<file path="config.mk">
export PLATFORM = sky130hd
export DESIGN_NAME = per_key_concurrency_limiter
export DESIGN_NICKNAME = d
export VERILOG_FILES = /design/src/hdl/pkcl_pkg.sv /design/src/hdl/pkcl_ram.sv /design/src/hdl/pkcl_ctrl.sv /design/src/hdl/pkcl_dp.sv /design/src/hdl/per_key_concurrency_limiter.sv
export SDC_FILE = /design/constraint.sdc
export NUM_CORES = 1
export LEC_CHECK = 0
export BUFFER_PORTS_ARGS = -buffer_cell sky130_fd_sc_hd__buf_2
export CAP_MARGIN = 20
export CORE_UTILIZATION = 30
export DETAILED_ROUTE_END_ITERATION = 8
export PLACE_DENSITY_LB_ADDON = 0.12
export SLEW_MARGIN = 25
export SYNTH_ARGS = -nofsm -noshare
export SYNTH_HDL_FRONTEND = slang
export SYNTH_HIERARCHICAL = 1
export SYNTH_SLANG_ARGS = --single-unit
</file>
<file path="constraint.sdc">
create_clock -name i_clk -period 5.4 [get_ports i_clk]
set_clock_uncertainty 0.05 [all_clocks]
set_input_delay 0.27 -clock i_clk [delete_from_list [all_inputs] [get_ports i_clk]]
set_output_delay 0.27 -clock i_clk [all_outputs]
set_load 0.02 [all_outputs]
</file>
<file path="src/hdl/pkcl_pkg.sv">
package pkcl_pkg;

    localparam int FLOW_KEY_W        = 32;
    localparam int LIMIT_W           = 16;
    localparam int COUNT_W           = 16;
    localparam int CODE_W            = 10;
    localparam int STATUS_W          = 3;
    localparam int DEF_TABLE_ENTRIES = 16;
    localparam int DEF_KEY_BITS      = 32;

    localparam logic [CODE_W-1:0] CODE_ERROR = 10'd500;
    localparam logic [CODE_W-1:0] CODE_RESET = 10'd402;

    typedef enum logic [STATUS_W-1:0] {
        ST_ADMIT     = 3'd0,
        ST_LIMIT     = 3'd1,
        ST_NOKEY     = 3'd2,
        ST_FULL      = 3'd3,
        ST_ENDED     = 3'd4,
        ST_END_NOKEY = 3'd5
    } t_status;

    typedef enum logic [1:0] {
        S_IDLE = 2'd0,
        S_CMP  = 2'd1,
        S_LOOK = 2'd2,
        S_EXE  = 2'd3
    } t_state;

    typedef struct packed {
        logic load;
        logic compare;
        logic lookup;
        logic exec;
    } t_cmd;

endpackage

</file>
<file path="src/hdl/pkcl_ram.sv">
module pkcl_ram #(
    parameter int WIDTH = 16,
    parameter int DEPTH = 16
) (
    input  logic                     i_clk,
    input  logic                     i_we,
    input  logic [$clog2(DEPTH)-1:0] i_waddr,
    input  logic [WIDTH-1:0]         i_wdata,
    input  logic                     i_re,
    input  logic [$clog2(DEPTH)-1:0] i_raddr,
    output logic [WIDTH-1:0]         o_rdata
);

    logic [WIDTH-1:0] r_mem [DEPTH];
    logic [WIDTH-1:0] r_rdata;

    always_ff @(posedge i_clk) begin
        if (i_we) begin
            r_mem[i_waddr] <= i_wdata;
        end
        if (i_re) begin
            r_rdata <= r_mem[i_raddr];
        end
    end

    assign o_rdata = r_rdata;

endmodule

</file>
<file path="src/hdl/pkcl_ctrl.sv">
module pkcl_ctrl
    import pkcl_pkg::*;
(
    input  logic i_clk,
    input  logic i_rst_n,
    input  logic i_start,
    output logic o_busy,
    output t_cmd o_cmd
);

    t_state r_state;
    t_state n_state;

    always_ff @(posedge i_clk) begin
        if (!i_rst_n) begin
            r_state <= S_IDLE;
        end else begin
            r_state <= n_state;
        end
    end

    always_comb begin
        n_state = r_state;
        case (r_state)
            S_IDLE: begin
                if (i_start) begin
                    n_state = S_CMP;
                end
            end
            S_CMP:   n_state = S_LOOK;
            S_LOOK:  n_state = S_EXE;
            S_EXE:   n_state = S_IDLE;
            default: n_state = S_IDLE;
        endcase
    end

    always_comb begin
        o_cmd  = '0;
        o_busy = 1'b1;
        case (r_state)
            S_IDLE: begin
                o_busy     = 1'b0;
                o_cmd.load = i_start;
            end
            S_CMP:   o_cmd.compare = 1'b1;
            S_LOOK:  o_cmd.lookup  = 1'b1;
            S_EXE:   o_cmd.exec    = 1'b1;
            default: o_busy        = 1'b1;
        endcase
    end

endmodule

</file>
<file path="src/hdl/pkcl_dp.sv">
module pkcl_dp
    import pkcl_pkg::*;
#(
    parameter int TABLE_ENTRIES = DEF_TABLE_ENTRIES,
    parameter int KEY_BITS      = DEF_KEY_BITS
) (
    input  logic                  i_clk,
    input  logic                  i_rst_n,
    input  t_cmd                  i_cmd,
    input  logic                  i_op,
    input  logic                  i_key_present,
    input  logic [FLOW_KEY_W-1:0] i_flow_key,
    input  logic [LIMIT_W-1:0]    i_max_sessions,
    input  logic                  i_cfg_valid,
    input  logic [CODE_W-1:0]     i_cfg_data,
    output logic                  o_result_valid,
    output t_status               o_status,
    output logic [CODE_W-1:0]     o_reply_code,
    output logic [COUNT_W-1:0]    o_active_count
);

    localparam int IDX_W = $clog2(TABLE_ENTRIES);

    logic [KEY_BITS-1:0]      w_key;
    logic                     r_op;
    logic                     r_has_key;
    logic [KEY_BITS-1:0]      r_key;
    logic [LIMIT_W-1:0]       r_limit;
    logic [CODE_W-1:0]        r_cfg_code;

    logic [TABLE_ENTRIES-1:0] r_valid;
    logic [KEY_BITS-1:0]      r_entry_key [TABLE_ENTRIES];
    logic [TABLE_ENTRIES-1:0] r_match;

    logic                     w_hit;
    logic [IDX_W-1:0]         w_hit_idx;
    logic                     w_free_any;
    logic [IDX_W-1:0]         w_free_idx;
    logic                     r_hit;
    logic [IDX_W-1:0]         r_hit_idx;
    logic                     r_free_any;
    logic [IDX_W-1:0]         r_free_idx;

    logic [COUNT_W-1:0]       w_rd_count;
    logic                     w_we;
    logic [IDX_W-1:0]         w_waddr;
    logic [COUNT_W-1:0]       w_wdata;
    logic                     w_alloc;
    logic                     w_release;

    t_status                  n_status;
    logic [CODE_W-1:0]        n_code;
    logic [COUNT_W-1:0]       n_count;
    logic                     r_out_valid;
    t_status                  r_out_status;
    logic [CODE_W-1:0]        r_out_code;
    logic [COUNT_W-1:0]       r_out_count;

    // Only the low KEY_BITS bits of the flow key take part in the compare.
    generate
        if (KEY_BITS > FLOW_KEY_W) begin : g_key_wide
            assign w_key = {{(KEY_BITS - FLOW_KEY_W){1'b0}}, i_flow_key};
        end else if (KEY_BITS == FLOW_KEY_W) begin : g_key_same
            assign w_key = i_flow_key;
        end else begin : g_key_narrow
            assign w_key = i_flow_key[KEY_BITS-1:0];
        end
    endgenerate

    always_ff @(posedge i_clk) begin
        if (!i_rst_n) begin
            r_cfg_code <= CODE_RESET;
        end else if (i_cfg_valid) begin
            r_cfg_code <= i_cfg_data;
        end
    end

    always_ff @(posedge i_clk) begin
        if (i_cmd.load) begin
            r_op      <= i_op;
            r_has_key <= i_key_present;
            r_key     <= w_key;
            r_limit   <= i_max_sessions;
        end
    end

    always_ff @(posedge i_clk) begin
        if (!i_rst_n) begin
            r_match <= '0;
        end else if (i_cmd.compare) begin
            for (int i = 0; i < TABLE_ENTRIES; i++) begin
                r_match[i] <= r_valid[i] && (r_entry_key[i] == r_key);
            end
        end
    end

    // Lowest-numbered hit and lowest-numbered free slot.
    always_comb begin
        w_hit      = 1'b0;
        w_hit_idx  = '0;
        w_free_any = 1'b0;
        w_free_idx = '0;
        for (int i = TABLE_ENTRIES - 1; i >= 0; i--) begin
            if (r_match[i]) begin
                w_hit     = 1'b1;
                w_hit_idx = IDX_W'(i);
            end
            if (!r_valid[i]) begin
                w_free_any = 1'b1;
                w_free_idx = IDX_W'(i);
            end
        end
    end

    always_ff @(posedge i_clk) begin
        if (i_cmd.lookup) begin
            r_hit      <= w_hit;
            r_hit_idx  <= w_hit_idx;
            r_free_any <= w_free_any;
            r_free_idx <= w_free_idx;
        end
    end

    pkcl_ram #(
        .WIDTH (COUNT_W),
        .DEPTH (TABLE_ENTRIES)
    ) u_count_ram (
        .i_clk   (i_clk),
        .i_we    (w_we),
        .i_waddr (w_waddr),
        .i_wdata (w_wdata),
        .i_re    (i_cmd.lookup),
        .i_raddr (w_hit_idx),
        .o_rdata (w_rd_count)
    );

    always_comb begin
        n_status  = ST_ADMIT;
        n_code    = '0;
        n_count   = '0;
        w_we      = 1'b0;
        w_waddr   = r_hit_idx;
        w_wdata   = '0;
        w_alloc   = 1'b0;
        w_release = 1'b0;
        if (!r_op) begin
            if (!r_has_key) begin
                n_status = ST_NOKEY;
                n_code   = CODE_ERROR;
            end else if (r_limit != '0) begin
                if (r_hit) begin
                    if (w_rd_count < r_limit) begin
                        w_we    = 1'b1;
                        w_wdata = w_rd_count + COUNT_W'(1);
                        n_count = w_wdata;
                    end else begin
                        n_status = ST_LIMIT;
                        n_code   = r_cfg_code;
                        n_count  = w_rd_count;
                    end
                end else if (r_free_any) begin
                    w_alloc = 1'b1;
                    w_we    = 1'b1;
                    w_waddr = r_free_idx;
                    w_wdata = COUNT_W'(1);
                    n_count = COUNT_W'(1);
                end else begin
                    n_status = ST_FULL;
                    n_code   = CODE_ERROR;
                end
            end
        end else begin
            if (!r_has_key) begin
                n_status = ST_END_NOKEY;
            end else begin
                n_status = ST_ENDED;
                if (r_hit) begin
                    if (w_rd_count > COUNT_W'(1)) begin
                        w_we    = 1'b1;
                        w_wdata = w_rd_count - COUNT_W'(1);
                        n_count = w_wdata;
                    end else begin
                        w_release = 1'b1;
                    end
                end
            end
        end
        if (!i_cmd.exec) begin
            w_we      = 1'b0;
            w_alloc   = 1'b0;
            w_release = 1'b0;
        end
    end

    always_ff @(posedge i_clk) begin
        if (!i_rst_n) begin
            r_valid <= '0;
        end else if (w_alloc) begin
            r_valid[r_free_idx] <= 1'b1;
        end else if (w_release) begin
            r_valid[r_hit_idx] <= 1'b0;
        end
    end

    always_ff @(posedge i_clk) begin
        if (w_alloc) begin
            r_entry_key[r_free_idx] <= r_key;
        end
    end

    always_ff @(posedge i_clk) begin
        if (!i_rst_n) begin
            r_out_valid <= 1'b0;
        end else begin
            r_out_valid <= i_cmd.exec;
        end
    end

    always_ff @(posedge i_clk) begin
        if (i_cmd.exec) begin
            r_out_status <= n_status;
            r_out_code   <= n_code;
            r_out_count  <= n_count;
        end
    end

    assign o_result_valid = r_out_valid;
    assign o_status       = r_out_status;
    assign o_reply_code   = r_out_code;
    assign o_active_count = r_out_count;

`ifndef SYNTHESIS
    // A key is never stored in two slots.
    a_match_unique: assert property (@(posedge i_clk) disable iff (!i_rst_n)
        $onehot0(r_match))
        else $error("flow key matched more than one slot");

    a_result_after_exec: assert property (@(posedge i_clk) disable iff (!i_rst_n)
        o_result_valid |-> $past(i_cmd.exec))
        else $error("result strobe without a finished item");

    a_limit_count: assert property (@(posedge i_clk) disable iff (!i_rst_n)
        (o_result_valid && o_status == ST_LIMIT) |-> (o_active_count != '0))
        else $error("limit refusal on a slot with zero count");

    a_full_table: assert property (@(posedge i_clk) disable iff (!i_rst_n)
        (o_result_valid && o_status == ST_FULL) |-> (&r_valid))
        else $error("table full reported while a slot is free");
`endif

endmodule

</file>
<file path="src/hdl/per_key_concurrency_limiter.sv">
// Channel   Direction  Handshake                    Payload
// item      in         start high while busy low    i_op, i_key_present, i_flow_key,
//                                                   i_max_sessions
// result    out        o_result_valid, one cycle    o_status, o_reply_code, o_active_count
// config    in         i_cfg_valid and o_cfg_ready  i_cfg_data
//
// Each item goes through accept, key compare across all slots, slot select with the
// count memory read, then the update; the result strobe is registered in the cycle
// after the update, while the next item may already be accepted.
// The registered key compare, slot select and count memory read set this sequence.
// Reset clears all slot valid bits at once and loads the refusal code with 402.
// Results cannot be stalled; config is always ready.
module per_key_concurrency_limiter
    import pkcl_pkg::*;
#(
    parameter int TABLE_ENTRIES = DEF_TABLE_ENTRIES,
    parameter int KEY_BITS      = DEF_KEY_BITS
) (
    input  logic                  i_clk,
    input  logic                  i_rst_n,
    input  logic                  start,
    output logic                  busy,
    input  logic                  i_op,
    input  logic                  i_key_present,
    input  logic [FLOW_KEY_W-1:0] i_flow_key,
    input  logic [LIMIT_W-1:0]    i_max_sessions,
    output logic                  o_result_valid,
    output logic [STATUS_W-1:0]   o_status,
    output logic [CODE_W-1:0]     o_reply_code,
    output logic [COUNT_W-1:0]    o_active_count,
    input  logic                  i_cfg_valid,
    output logic                  o_cfg_ready,
    input  logic [CODE_W-1:0]     i_cfg_data
);

    t_cmd    w_cmd;
    t_status w_status;

    pkcl_ctrl u_ctrl (
        .i_clk   (i_clk),
        .i_rst_n (i_rst_n),
        .i_start (start),
        .o_busy  (busy),
        .o_cmd   (w_cmd)
    );

    pkcl_dp #(
        .TABLE_ENTRIES (TABLE_ENTRIES),
        .KEY_BITS      (KEY_BITS)
    ) u_dp (
        .i_clk          (i_clk),
        .i_rst_n        (i_rst_n),
        .i_cmd          (w_cmd),
        .i_op           (i_op),
        .i_key_present  (i_key_present),
        .i_flow_key     (i_flow_key),
        .i_max_sessions (i_max_sessions),
        .i_cfg_valid    (i_cfg_valid),
        .i_cfg_data     (i_cfg_data),
        .o_result_valid (o_result_valid),
        .o_status       (w_status),
        .o_reply_code   (o_reply_code),
        .o_active_count (o_active_count)
    );

    assign o_status    = w_status;
    assign o_cfg_ready = 1'b1;

endmodule

</file>
After elaboration in Yosys (flattened, before gate mapping) --
Memory sizes are Yosys's and may differ from the RTL's. A register that Yosys moved wholly into a read port is not among the register bits. Cells that the tools add are included.
Storage, ports and cells: bits in writable memories 768, input bits 64, memories 2, logic and storage cells 183, bits in registers 134
Operators by class: bitwise gates (word level) 5, eq/ne operators 20, mux-type cells 101, add/sub/neg operators 2, reduce and logical (&&, ||, !) cells 27, magnitude comparators 6
Memory list:
- u_dp.r_entry_key | words 16, width 32, read ports 16, clocked after Yosys merged registers in 0, wr ports 1, line pkcl_dp.sv:32 | logic [KEY_BITS-1:0] r_entry_key [TABLE_ENTRIES];
- u_dp.u_count_ram.r_mem | words 16, width 16, read ports 1, clocked after Yosys merged registers in 1, wr ports 1, line pkcl_ram.sv:14 | logic [WIDTH-1:0] r_mem [DEPTH];
Operator list (count):
- 32-bit == test | 16
- 16-bit two-way mux | 15
- 4-bit two-way mux | 29
- 1-bit two-way mux | 37
- 9-bit two-way mux | 3
- 3-bit two-way mux | 8
- 10-bit two-way mux | 2
- 1-bit logical AND | 18
- 16-bit by 1-bit adder with 16-bit output, second input constant | 1
- 16-bit bitwise AND | 1
- 16-bit by 1-bit greater-than comparator with 1-bit output, second input constant | 1
- 16-bit less-than comparator | 1
- 16-bit NOT | 1
- 16-bit OR | 1
- 16-bit nonzero test | 1
- 16-bit by 1-bit subtractor with 16-bit output, second input constant | 1
- 15-bit AND reduction | 1
- 15-bit OR reduction | 1
- 4-bit by 5-bit less-than comparator with 1-bit output, second input constant | 2
- 1-bit demux with 4-bit select | 2
- 4-bit by 1-bit >= comparator with 1-bit output, second input constant | 2
- 2-bit two-way mux | 4
- 2-bit one-hot mux with 4 select lines | 1
- 8-bit AND reduction | 1
- 9 further kinds | 11

Logic depth before layout (Yosys ltp) --
Gate-level depths: netlist of the first run.
depth in word-level cells 16, depth in mapped cells 11, mapped depth without buffers 10

Modules after synthesis --
Netlist of the first run, hierarchy kept.
By module, submodules not included:
- pkcl_dp | cells each 1865, seq. area each 18908.1 um^2, area each 27690.3 um^2, instances 1
- pkcl_ram | cells each 432, seq. area each 8167.8 um^2, area each 10202.3 um^2, instances 1
- pkcl_ctrl | cells each 17, seq. area each 40.0 um^2, area each 168.9 um^2, instances 1
- per_key_concurrency_limiter | cells each 2, seq. area each 0.0 um^2, area each 11.3 um^2, instances 1

Worst setup path before layout of the first run --
OpenSTA, ideal clock, no wires.
kind flip-flop to flip-flop, from reg u_ctrl.r_state[0], to reg u_dp.r_valid[0], buffers on the path 0, setup slack 0.661 ns, stages on the path, launching flop included 6, period minus slack after synthesis 4.739 ns, data arrival time 4.619 ns, library setup time 0.070 ns, path through dfxtp_1 ha_1 nand3_1 or4_1 nor3_1 o221a_1
RTL lines:
- start, declared | line pkcl_ctrl.sv:11 | t_state r_state;
- start signal, assigned | line pkcl_ctrl.sv:18 | r_state <= n_state;
- end signal, assigned | line pkcl_dp.sv:197 | r_valid <= '0;
- end signal, assigned by index | line pkcl_dp.sv:199 | r_valid[r_free_idx] <= 1'b1;
- end signal, assigned by index | line pkcl_dp.sv:201 | r_valid[r_hit_idx] <= 1'b0;
- end, declared | line pkcl_dp.sv:31 | logic [TABLE_ENTRIES-1:0] r_valid;

Final worst setup path of the first run --
from reg u_dp.u_count_ram.r_rdata[13] (netlist: u_dp/u_count_ram/o_rdata[13]) (read register of u_dp.u_count_ram.r_mem), to mem u_dp.u_count_ram.r_mem[12][0] (enable)
On the way: cells in the longest elaborated chain, start to end 9, elaborated cells on any way between the ends 13
Ends and longest elaborated chain:
- start, declared | line pkcl_ram.sv:15 | logic [WIDTH-1:0] r_rdata;
- 16-bit less-than comparator | line pkcl_dp.sv:152 | if (w_rd_count < r_limit) begin
- 1-bit two-way mux | line pkcl_dp.sv:152
- 1-bit two-way mux | line pkcl_dp.sv:151 | if (r_hit) begin
- 1-bit two-way mux | line pkcl_dp.sv:150 | end else if (r_limit != '0) begin
- 1-bit two-way mux | line pkcl_dp.sv:147 | if (!r_has_key) begin
- 1-bit two-way mux (*) | line pkcl_dp.sv:146 | if (!r_op) begin
- 1-bit two-way mux (*) | line pkcl_dp.sv:188 | if (!i_cmd.exec) begin
- named net u_dp.w_we | line pkcl_dp.sv:45 | logic w_we;
- 1-bit two-way mux (*) | line pkcl_ram.sv:18 | if (i_we) begin
- 1-bit two-way mux (not written as such) (*) | line pkcl_ram.sv:19 | r_mem[i_waddr] <= i_wdata;
- end, declared | line pkcl_ram.sv:14
Mark *: on every way through the listed nets, which the timed path passes. The rest lies on a longest branch.

==> impl_metrics.py, run 1 <==
metrics = {
    "min_path": {
        "min_from": "i_cfg_valid",
        "hp-class": "input pin to register",
    },
    "global_routing": {
        "track_usage_pct": 16.4,
        "gr-total-overflow": 0,
        "antenna_found_initial": 5,
        "grt_max_degree": 66,
        "grt_pass1_wl_um": 152000,
        "grt_pass1_vias": 21112,
    },
    "detailed_routing": {
        "dr.pass1.iters": 5,
        "remaining_drc_errors": 0,
        "viasPerCell": 4.77,
        "wirelength_um": 105000,
        "dr_total_vias": 20632,
        "detail_route.wl_per_cell_um": 24.3,
        "drt-initial-drc-count": 1385,
        "antenna_left": 0,
    },
    "layout": {
        "diodes": 0,
        "drive_gt1_share_pct": 17.7,
        "syn_to_final_growth_pct": 19.6,
        "final_nets": 2674,
        "utilization_pct": 36.2,
    },
    "floorplan": {
        "rows": 130,
        "core_area_sq_um": 126000,
        "die_h_um": 358,
        "die_x_um": 358,
        "io_pins": 96,
        "initial_core_util_pct": 30.3,
        "die-area_sq_um": 128000,
    },
    "sta": {
        "slew_viol_final": 0,
        "tns_ns": 0,
        "final_hold_viol_count": 0,
        "min_period_ns": 4.41,
        "rsz0062_at_grt": "false",
        "setup_viol": 0,
        "worstMarginPinSlew_ns": 1.04,
        "worst_slack_ns": 0.987,
        "max_freq_ghz": 0.227,
        "maxSlewHeadroom_pct": 30.8,
        "period_share_pct": 81.7,
    },
    "clocking": {
        "clock_latency_ns": 0.71,
        "cts_buffers": 105,
        "tritoncts": "built",
        "post_cts_buffers": 0,
        "cts.sinks": 918,
        "htreeDepth": 3,
        "cts-root-buf": "clkbuf_16",
        "cts_max_path_buffers": 3,
        "cts.clk_slew.worst_paths_ns": 0.06,
    },
    "power_and_ir_drop": {
        "internal_power_uw": 13500,
        "power_frac_seq_pct": 46.8,
        "swShare_pct": 26.9,
        "combPwrFrac_pct": 13.9,
        "vdd_ir_drop_max_v": 0.000247,
        "p_sw_uw": 4950,
        "clock_power_share_pct": 39.3,
        "power.leakage_uw": 0.0148,
        "total_power_uw": 18400,
        "power.density_nw_per_um2": 404,
    },
    "synthesis": {
        "syn-num-nets": 2404,
        "synth_edf_count": 873,
        "synth.ff_latch_count": 918,
        "synth_top_flop_cell": "edfxtp_1",
        "yosys-top-cells-area": "edfxtp_1 69%, xor2_1 7.2%, xnor2_1 4.7%",
        "syn_inst": 2316,
        "synth_top_area_cell": "edfxtp_1",
        "seq_area_frac_synth_pct": 71.2,
        "async_reset_ff_share_pct": 0,
        "synth.distinct_cells": 77,
        "synth_area_sq_um": 38100,
        "yosysWarningCount": 6,
        "syn_avg_cell_area_sq_um": 16.4,
        "synth_top_area_share_pct": 68.9,
    },
    "outcome": {
        "status": "completed",
    },
    "setup_path": {
        "cp-startpoint": "u_dp/u_count_ram/o_rdata[13]$_DFFE_PP_",
        "end_kind": "register",
        "crit_fanout": 9,
        "required_ns": 5.75,
        "crit_type": "register to register",
        "worstPathArrival_ns": 4.76,
        "rr_startpoint": "u_dp/u_count_ram/o_rdata[13]$_DFFE_PP_",
        "critPathLaunchType": "register",
    },
    "job": {
        "maxCapViolCount": 0,
    },
    "placed_design": {
        "post-place-ws_ns": 0.868,
        "portBuffers": 94,
        "gp_congestion": 0.812,
        "hpwl_um": 66600,
    },
}
-- registers in the layout, summed over array words and instances, names as in the netlist --
name and count:
u_dp/r_entry_key 512, u_dp/u_count_ram/r_mem 256, u_dp/r_key 32, u_dp/o_active_count 16, u_dp/r_limit 16, u_dp/r_match 16, u_dp/r_valid 16, u_dp/u_count_ram/o_rdata 16
u_dp/o_reply_code 10, u_dp/r_cfg_code 10, u_dp/r_free_idx 4, u_dp/r_hit_idx 4, u_dp/o_status 3, u_ctrl/r_state 2, u_dp/o_result_valid 1, u_dp/r_free_any 1
u_dp/r_has_key 1, u_dp/r_hit 1, u_dp/r_op 1
-- cell usage after synthesis, types with 22 or more instances --
library cell and number:
inv_1 34, nor2_1 51, ha_1 24, mux4_2 54, nand2b_1 25, clkbuf_1 88
a22oi_1 32, nand4_1 91, nor4_1 100, xor2_1 313, nand3_1 25, edfxtp_1 873
xnor2_1 204, nand2_1 62, o21ai_0 22, dfxtp_1 45
-- power by group through the flow --
stage | Clock (uW) | Combinational [uW] | Sequential (uW)
4_1_cts | 7430 | 2630 | 8630
6_report | 7220 | 2560 | 8620
3_5_place_dp | 0 | 2580 | 8780
5_1_grt | 7680 | 2800 | 8650
3_3_place_gp | 0 | 2550 | 8770
2_1_floorplan | 0 | 1420 | 8660
-- worst max-delay path, cell delays in order, from the launching register on --
cell      delay (ns)
edfxtp_1        0.52
ha_1            0.36
a21oi_1         0.16
nor2_1          0.07
a211oi_1        0.58
nand4_1         0.27
o21ai_0         0.73
nand3_1         0.35
nor3_2          0.70
buf_4           0.32
-- worst paths after layout --
path | depth (start not counted) | slack, ns | endpoint
worst max-delay path | 9 | 0.99 | u_dp/u_count_ram/r_mem[12][0]$_DFFE_PP_
worst min register to register | 2 | 0.46 | u_dp/r_match[15]$_SDFFE_PN0P_
worst max register to register | 9 | 0.99 | u_dp/u_count_ram/r_mem[12][0]$_DFFE_PP_
worst min-delay path | 3 | 0.06 | u_dp/r_cfg_code[0]$_SDFFE_PN0P_
-- kinds of logic (layout without fill, tap and decap cells) --
group           Yosys count  count (layout)  synth area share, %
compound gates          183             183                 3.50
xor+xnor                517             517                 11.9
fa+ha+maj                24              24                0.789
buf+inv                 155             510                 1.74
flops                   918             918                 71.2
mux                      79              79                 4.29
other cells               1               1              0.00985
simple gates            439             439                 6.56
-- metal layers --
layer / global-route usage, % / vias up / part of all wire [%]
met2: 27.3 / 393 / 49
met3: 2.04 / 107 / 3.2
met4: 4.14 / 0 / 1.7
met5: 0 / - / 0
li1: - / 9386 / -
met1: 22.5 / 10746 / 46
-- timing repair --
| action | 4_1_cts | 5_1_grt |
|---|---|---|
| gates resized for setup | 0 | 0 |
| hold endpoints to repair | 62 | 0 |
| hold buffers | 70 | 0 |
-- layout by cell type, fill, tap and decap left out, types with 10 or more instances in the layout --
master and n:
edfxtp_1 873, xor2_1 313, xnor2_1 204, clkbuf_16 105, buf_4 103, nor4_1 100
buf_2 94, nand4_1 91, dlygate4sd3_1 70, nand2_1 62, mux4_2 54, dfxtp_1 45
inv_1 34, a22oi_1 32, nor2_1 30, clkbuf_1 25, nand3_1 25, nand2b_1 25
ha_1 24, a21oi_1 21, o21ai_0 21, clkinv_1 20, nor2_2 17, a21boi_0 17
o221a_1 16, buf_12 16, and3_1 14, a31oi_1 14, clkinv_2 12, bufinv_16 12
nor3_1 12, clkbuf_8 11, mux2i_1 11, nor2b_1 10, o22ai_1 10, mux4_1 10
-- final cells by class --
| class | count | area [sq um] |
|---|---|---|
| clock inverter | 51 | 661 |
| sequential | 918 | 27100 |
| fill | 11808 | 80200 |
| inverter | 34 | 128 |
| clock buffer | 141 | 2870 |
| timing repair buffer | 284 | 2290 |
| multi-input combinational | 1243 | 10400 |
| tap | 1650 | 2060 |
-- metrics by stage --
stage | instance area, sq um | hold WS, ns | cells
6_report | 45600 | 0.0614 | 4321
3_3_place_gp | 41200 | 0.398 | 4056
2_1_floorplan | 38100 | 0.319 | 2316
5_1_grt | 45600 | 0.0549 | 4321
3_5_place_dp | 41200 | 0.398 | 4056
4_1_cts | 45500 | 0.0108 | 4318
(Power assumes the default switching activity.)
==> inputs of run 2 (changes only) <==
==> constraint.sdc (replaced) <==
create_clock -name i_clk -period 4.4 [get_ports i_clk]
set_clock_uncertainty 0.05 [all_clocks]
set_input_delay 0.22 -clock i_clk [delete_from_list [all_inputs] [get_ports i_clk]]
set_output_delay 0.22 -clock i_clk [all_outputs]
set_load 0.02 [all_outputs]
==> run 2 against run 1 <==
- count of clock-buffer cells in the layout is 12 lower
- sequential power is 23% higher
- final area is 0.25% higher
- final cell count is 0.56% higher
- wire length is 2.0% lower
- critical path type unchanged
- largest cell class unchanged
- highest routed layer unchanged
==> impl_metrics.py, run 2 (synthesis gave the netlist of run 1 again) <==
metrics = {
    "outcome": {
        "status": "completed",
    },
    "setup_path": {
        "crit_type": "register to register",
        "worstPathArrival_ns": 4.10,
        "regToRegEndpoint": "u_dp/u_count_ram/r_mem[9][3]$_DFFE_PP_",
        "rr_startpoint": "u_dp/r_limit[0]$_DFFE_PP_",
        "end_kind": "register",
        "required_ns": 4.77,
        "worst-r2r-setup-slack_ns": 0.67,
        "reg2reg_depth": 7,
        "critPathLaunchType": "register",
        "crit_fanout": 20,
    },
    "min_path": {
        "hp-class": "input pin to register",
        "whs_endpoint": "u_dp/r_cfg_code[5]$_SDFFE_PN0P_",
        "min_from": "i_rst_n",
        "hold_depth": 2,
    },
    "placed_design": {
        "portBuffers": 94,
        "hpwl_um": 65200,
        "gp_congestion": 0.818,
        "post-place-ws_ns": 0.710,
    },
    "layout": {
        "final_cell_mix": "873 x edfxtp_1, 313 x xor2_1, 204 x xnor2_1",
        "syn_to_final_growth_pct": 19.9,
        "largest_register_ffs": 512,
        "drive_gt1_share_pct": 18.3,
        "final_common_cell": "edfxtp_1",
        "diodes": 0,
        "reg.largest.list": "u_dp/r_entry_key (512), u_dp/u_count_ram/r_mem (256), u_dp/r_key (32)",
        "final_nets": 2696,
        "utilization_pct": 36.3,
        "top_register": "u_dp/r_entry_key",
    },
    "clocking": {
        "ctsHoldBuffers": 75,
        "cts.clk_slew.worst_paths_ns": 0.06,
        "clock_latency_ns": 0.71,
        "cts.sinks": 918,
        "post_cts_buffers": 0,
        "htreeDepth": 3,
        "tritoncts": "built",
        "cts_buffers": 103,
        "cts_max_path_buffers": 3,
        "cts-root-buf": "clkbuf_16",
        "cts_resized": 0,
    },
    "detailed_routing": {
        "dr.pass1.iters": 5,
        "remaining_drc_errors": 0,
        "drt-initial-drc-count": 1564,
        "antenna_left": 0,
        "viasPerCell": 4.78,
        "dr_total_vias": 20749,
        "detail_route.wl_per_cell_um": 23.6,
        "wirelength_um": 103000,
    },
    "sta": {
        "worst_slack_ns": 0.668,
        "period_share_pct": 84.8,
        "tns_ns": 0,
        "min_period_ns": 3.73,
        "rsz0062_at_grt": "false",
        "slew_viol_final": 0,
        "final_hold_viol_count": 0,
        "worstMarginPinSlew_ns": 1.10,
        "setup_viol": 0,
        "max_freq_ghz": 0.268,
        "maxSlewHeadroom_pct": 27.0,
    },
    "power_and_ir_drop": {
        "vdd_ir_drop_max_v": 0.000333,
        "power.density_nw_per_um2": 492,
        "power.leakage_uw": 0.0149,
    },
    "floorplan": {
        "rows": 130,
        "die_x_um": 358,
        "die-area_sq_um": 128000,
        "io_pins": 96,
        "initial_core_util_pct": 30.3,
        "die_h_um": 358,
        "core_area_sq_um": 126000,
    },
    "global_routing": {
        "grt_max_degree": 66,
        "track_usage_pct": 16.1,
        "grt_pass1_vias": 21406,
        "antenna_found_initial": 4,
        "grt_pass1_wl_um": 150000,
        "gr-total-overflow": 0,
    },
    "job": {
        "maxCapViolCount": 0,
    },
}
-- run 2: worst max-delay path by stage --
| stage | start | to | slack [ns] | cells past startpoint |
|---|---|---|---|---|
| 2_1_floorplan | u_dp/u_count_ram/o_rdata[0]$_DFFE_PP_ | u_dp/u_count_ram/r_mem[0][0]$_DFFE_PP_ | 0.47 | 8 |
| 5_1_grt | u_dp/r_limit[8]$_DFFE_PP_ | u_dp/u_count_ram/r_mem[9][3]$_DFFE_PP_ | 0.37 | 7 |
| 3_3_place_gp | u_dp/u_count_ram/o_rdata[1]$_DFFE_PP_ | u_dp/u_count_ram/r_mem[2][11]$_DFFE_PP_ | 0.75 | 9 |
| 4_1_cts | u_dp/u_count_ram/o_rdata[1]$_DFFE_PP_ | u_dp/u_count_ram/r_mem[3][4]$_DFFE_PP_ | 0.67 | 9 |
| 6_report | u_dp/r_limit[0]$_DFFE_PP_ | u_dp/u_count_ram/r_mem[9][3]$_DFFE_PP_ | 0.67 | 7 |
| 3_5_place_dp | u_dp/u_count_ram/o_rdata[1]$_DFFE_PP_ | u_dp/u_count_ram/r_mem[3][13]$_DFFE_PP_ | 0.71 | 9 |
-- run 2: worst max-delay path: stages, from the launching register on --
cell and delay [ns]:
edfxtp_1 0.37, nor4_1 0.08, a41oi_1 0.23, buf_4 0.19
and3_1 0.70, nand4_1 0.68, o311ai_0 0.55, a22o_1 0.59
-- run 2: per-stage QoR --
step                      cells  cell area, sq um  power [uW]  hold slack, ns
after detailed placement   4078             41500       14000           0.348
final                      4345             45700       22500           0.140
after global routing       4345             45700       23400           0.140
after global placement     4075             41400       13900           0.348
after floorplan            2316             38100       12400           0.269
after CTS                  4345             45700       22900          0.0856
-- run 2: where the power goes --
group / total, uW / internal (uW) / switching (uW)
Combinational: 3190 / 1100 / 2090
Clock: 8710 / 5140 / 3570
Sequential: 10600 / 10200 / 374
Total: 22500 / 16400 / 6040
-- run 2: cell type report --
class / count / area, sq um
Multi-Input combinational cell: 1243 / 10400
Clock buffer: 129 / 2750
Tap cell: 1650 / 2060
Inverter: 34 / 128
Timing Repair Buffer: 308 / 2490
Sequential cell: 918 / 27100
Fill cell: 11811 / 80100
Clock inverter: 63 / 698
-- run 2: per-layer routing --
layer	global-route usage (%)	part of all wire, %	vias up
li1	-	-	9444
met1	21.9	45	10755
met2	26.7	49	403
met3	2.41	3.3	147
met4	4.55	2.5	0
met5	0	0	-
==> inputs of run 3 (changes only) <==
==> constraint.sdc (replaced) <==
create_clock -name i_clk -period 3.6 [get_ports i_clk]
set_clock_uncertainty 0.05 [all_clocks]
set_input_delay 0.18 -clock i_clk [delete_from_list [all_inputs] [get_ports i_clk]]
set_output_delay 0.18 -clock i_clk [all_outputs]
set_load 0.02 [all_outputs]
==> run 3 against run 2 <==
- largest power group unchanged
- critical path depth is 3 higher
- final cell count is 1.3% higher
- clock power is 23% higher
- critical path type unchanged
- largest cell class unchanged
- non-clock buffer count is 49 higher
- setup slack worse by 0.53 ns
- first-iteration DRC count is 11% lower
- flip-flop and latch count stayed put
- critical endpoint is now u_dp/u_count_ram/r_mem[3][6]$_DFFE_PP_
- register-to-register slack worse by 0.53 ns
- count of clock-buffer cells in the layout is 4 higher
==> impl_metrics.py, run 3 (synthesis gave the netlist of run 1 again) <==
metrics = {
    "layout": {
        "largest_register_ffs": 512,
        "top_register": "u_dp/r_entry_key",
        "final_nets": 2749,
        "reg.largest.list": "u_dp/r_entry_key (512), u_dp/u_count_ram/r_mem (256), u_dp/r_key (32)",
        "fillCellCount": 11761,
        "drive_gt1_share_pct": 19.7,
        "syn_to_final_growth_pct": 21.9,
        "utilization_pct": 36.9,
        "final_cell_mix": "873 x edfxtp_1, 313 x xor2_1, 204 x xnor2_1",
        "final_common_cell": "edfxtp_1",
    },
    "placed_design": {
        "hpwl_um": 68300,
        "portBuffers": 94,
        "post-place-ws_ns": -0.183,
        "gp_congestion": 0.811,
    },
    "power_and_ir_drop": {
        "power.leakage_uw": 0.0152,
        "vdd_ir_drop_max_v": 0.000381,
        "power.density_nw_per_um2": 597,
    },
    "detailed_routing": {
        "detail_route.wl_per_cell_um": 24.0,
        "drt-initial-drc-count": 1399,
        "remaining_drc_errors": 0,
        "dr_total_vias": 21021,
        "viasPerCell": 4.78,
        "dr.pass1.iters": 5,
        "wirelength_um": 106000,
        "antenna_left": 0,
    },
    "clocking": {
        "cts.clk_slew.worst_paths_ns": 0.06,
        "clock_latency_ns": 0.70,
        "tritoncts": "built",
        "cts.sinks": 918,
        "cts_max_path_buffers": 3,
        "htreeDepth": 3,
        "cts-root-buf": "clkbuf_16",
        "cts_buffers": 107,
    },
    "sta": {
        "max_freq_ghz": 0.288,
        "tns_ns": 0,
        "worst_slack_ns": 0.134,
        "slew_viol_final": 0,
        "maxSlewHeadroom_pct": 33.3,
        "final_hold_viol_count": 0,
        "period_share_pct": 96.3,
        "rsz0062_at_grt": "false",
        "worstMarginPinSlew_ns": 1.00,
        "setup_viol": 0,
        "min_period_ns": 3.47,
    },
    "floorplan": {
        "rows": 130,
        "initial_core_util_pct": 30.3,
        "die_x_um": 358,
        "io_pins": 96,
        "die-area_sq_um": 128000,
        "core_area_sq_um": 126000,
        "die_h_um": 358,
    },
    "min_path": {
        "hp-class": "input pin to register",
    },
    "global_routing": {
        "antenna_found_initial": 2,
        "grt_pass1_vias": 21380,
        "grt_pass1_wl_um": 153000,
        "track_usage_pct": 16.5,
        "gr-total-overflow": 0,
        "grt_max_degree": 48,
    },
    "setup_path": {
        "critPathLaunchType": "register",
        "worstPathArrival_ns": 3.81,
        "end_kind": "register",
        "required_ns": 3.95,
        "crit_type": "register to register",
        "crit_fanout": 16,
    },
    "outcome": {
        "status": "completed",
    },
    "job": {
        "maxCapViolCount": 0,
    },
}
==> run 3: worst paths after layout <==
kind,startpoint,to,slack [ns],cells after the start
min,i_rst_n,u_ctrl/r_state[0]$_SDFFE_PN0P_,0.1,2
min reg2reg,u_dp/r_match[9]$_SDFFE_PN0P_,u_dp/r_match[9]$_SDFFE_PN0P_,0.46,2
max,u_dp/u_count_ram/o_rdata[15]$_DFFE_PP_,u_dp/u_count_ram/r_mem[3][6]$_DFFE_PP_,0.13,10
max reg2reg,u_dp/u_count_ram/o_rdata[15]$_DFFE_PP_,u_dp/u_count_ram/r_mem[3][6]$_DFFE_PP_,0.13,10
==> run 3: layout make-up <==
cell class | instances | area, sq um | share of cell area (%)
Sequential cell | 918 | 27100 | 58.4
Multi-Input combinational cell | 1243 | 10500 | 22.6
Timing Repair Buffer | 357 | 3150 | 6.79
Clock buffer | 133 | 2790 | 6.00
Tap cell | 1650 | 2060 | 4.45
Clock inverter | 65 | 658 | 1.42
Inverter | 34 | 128 | 0.275
Antenna cell | 1 | 2.50 | 0.00539
==> run 3: routing by layer <==
layer	GRT usage [%]	vias to the layer above	part of all wire (%)
met5	0	-	0
met4	4.66	0	2.5
met3	2.72	155	3.6
met2	27.5	392	49
met1	22.1	10928	45
li1	-	9546	-
==> run 3: through the flow <==
| step | cell area (sq um) | hold WS, ns | total power, uW | instances |
|---|---|---|---|---|
| floorplan | 38100 | 0.229 | 15100 | 2316 |
| global placement | 42000 | 0.308 | 17200 | 4115 |
| detailed placement | 42000 | 0.308 | 17300 | 4117 |
| CTS | 46300 | 0.0491 | 28200 | 4393 |
| global route | 46400 | 0.0861 | 28900 | 4400 |
| finish | 46400 | 0.0982 | 27700 | 4401 |
==> run 3: where the power goes <==
part / switching (uW) / internal (uW) / total [uW]
logic: 2780 / 1510 / 4290
clock network: 4450 / 6210 / 10700
registers: 313 / 12500 / 12800
total: 7540 / 20200 / 27700
==> run 3: critical path: stages (launching register included) <==
cell and delay, ns:
edfxtp_1 0.46, ha_1 0.36, nand4_1 0.15, or4_1 0.54
o32a_1 0.34, buf_4 0.17, and4_2 0.31, buf_4 0.18
a211oi_1 0.31, a31oi_1 0.07, buf_4 0.20
==> run 3: what timing repair did <==
item / 4_1_cts / 5_1_grt
pin swaps: 1 / 4
hold endpoints to repair: 62 / 0
hold buffers: 75 / 0
setup endpoints to repair: 162 / 179
buffers inserted: 3 / 7
gates resized for setup: 6 / 3
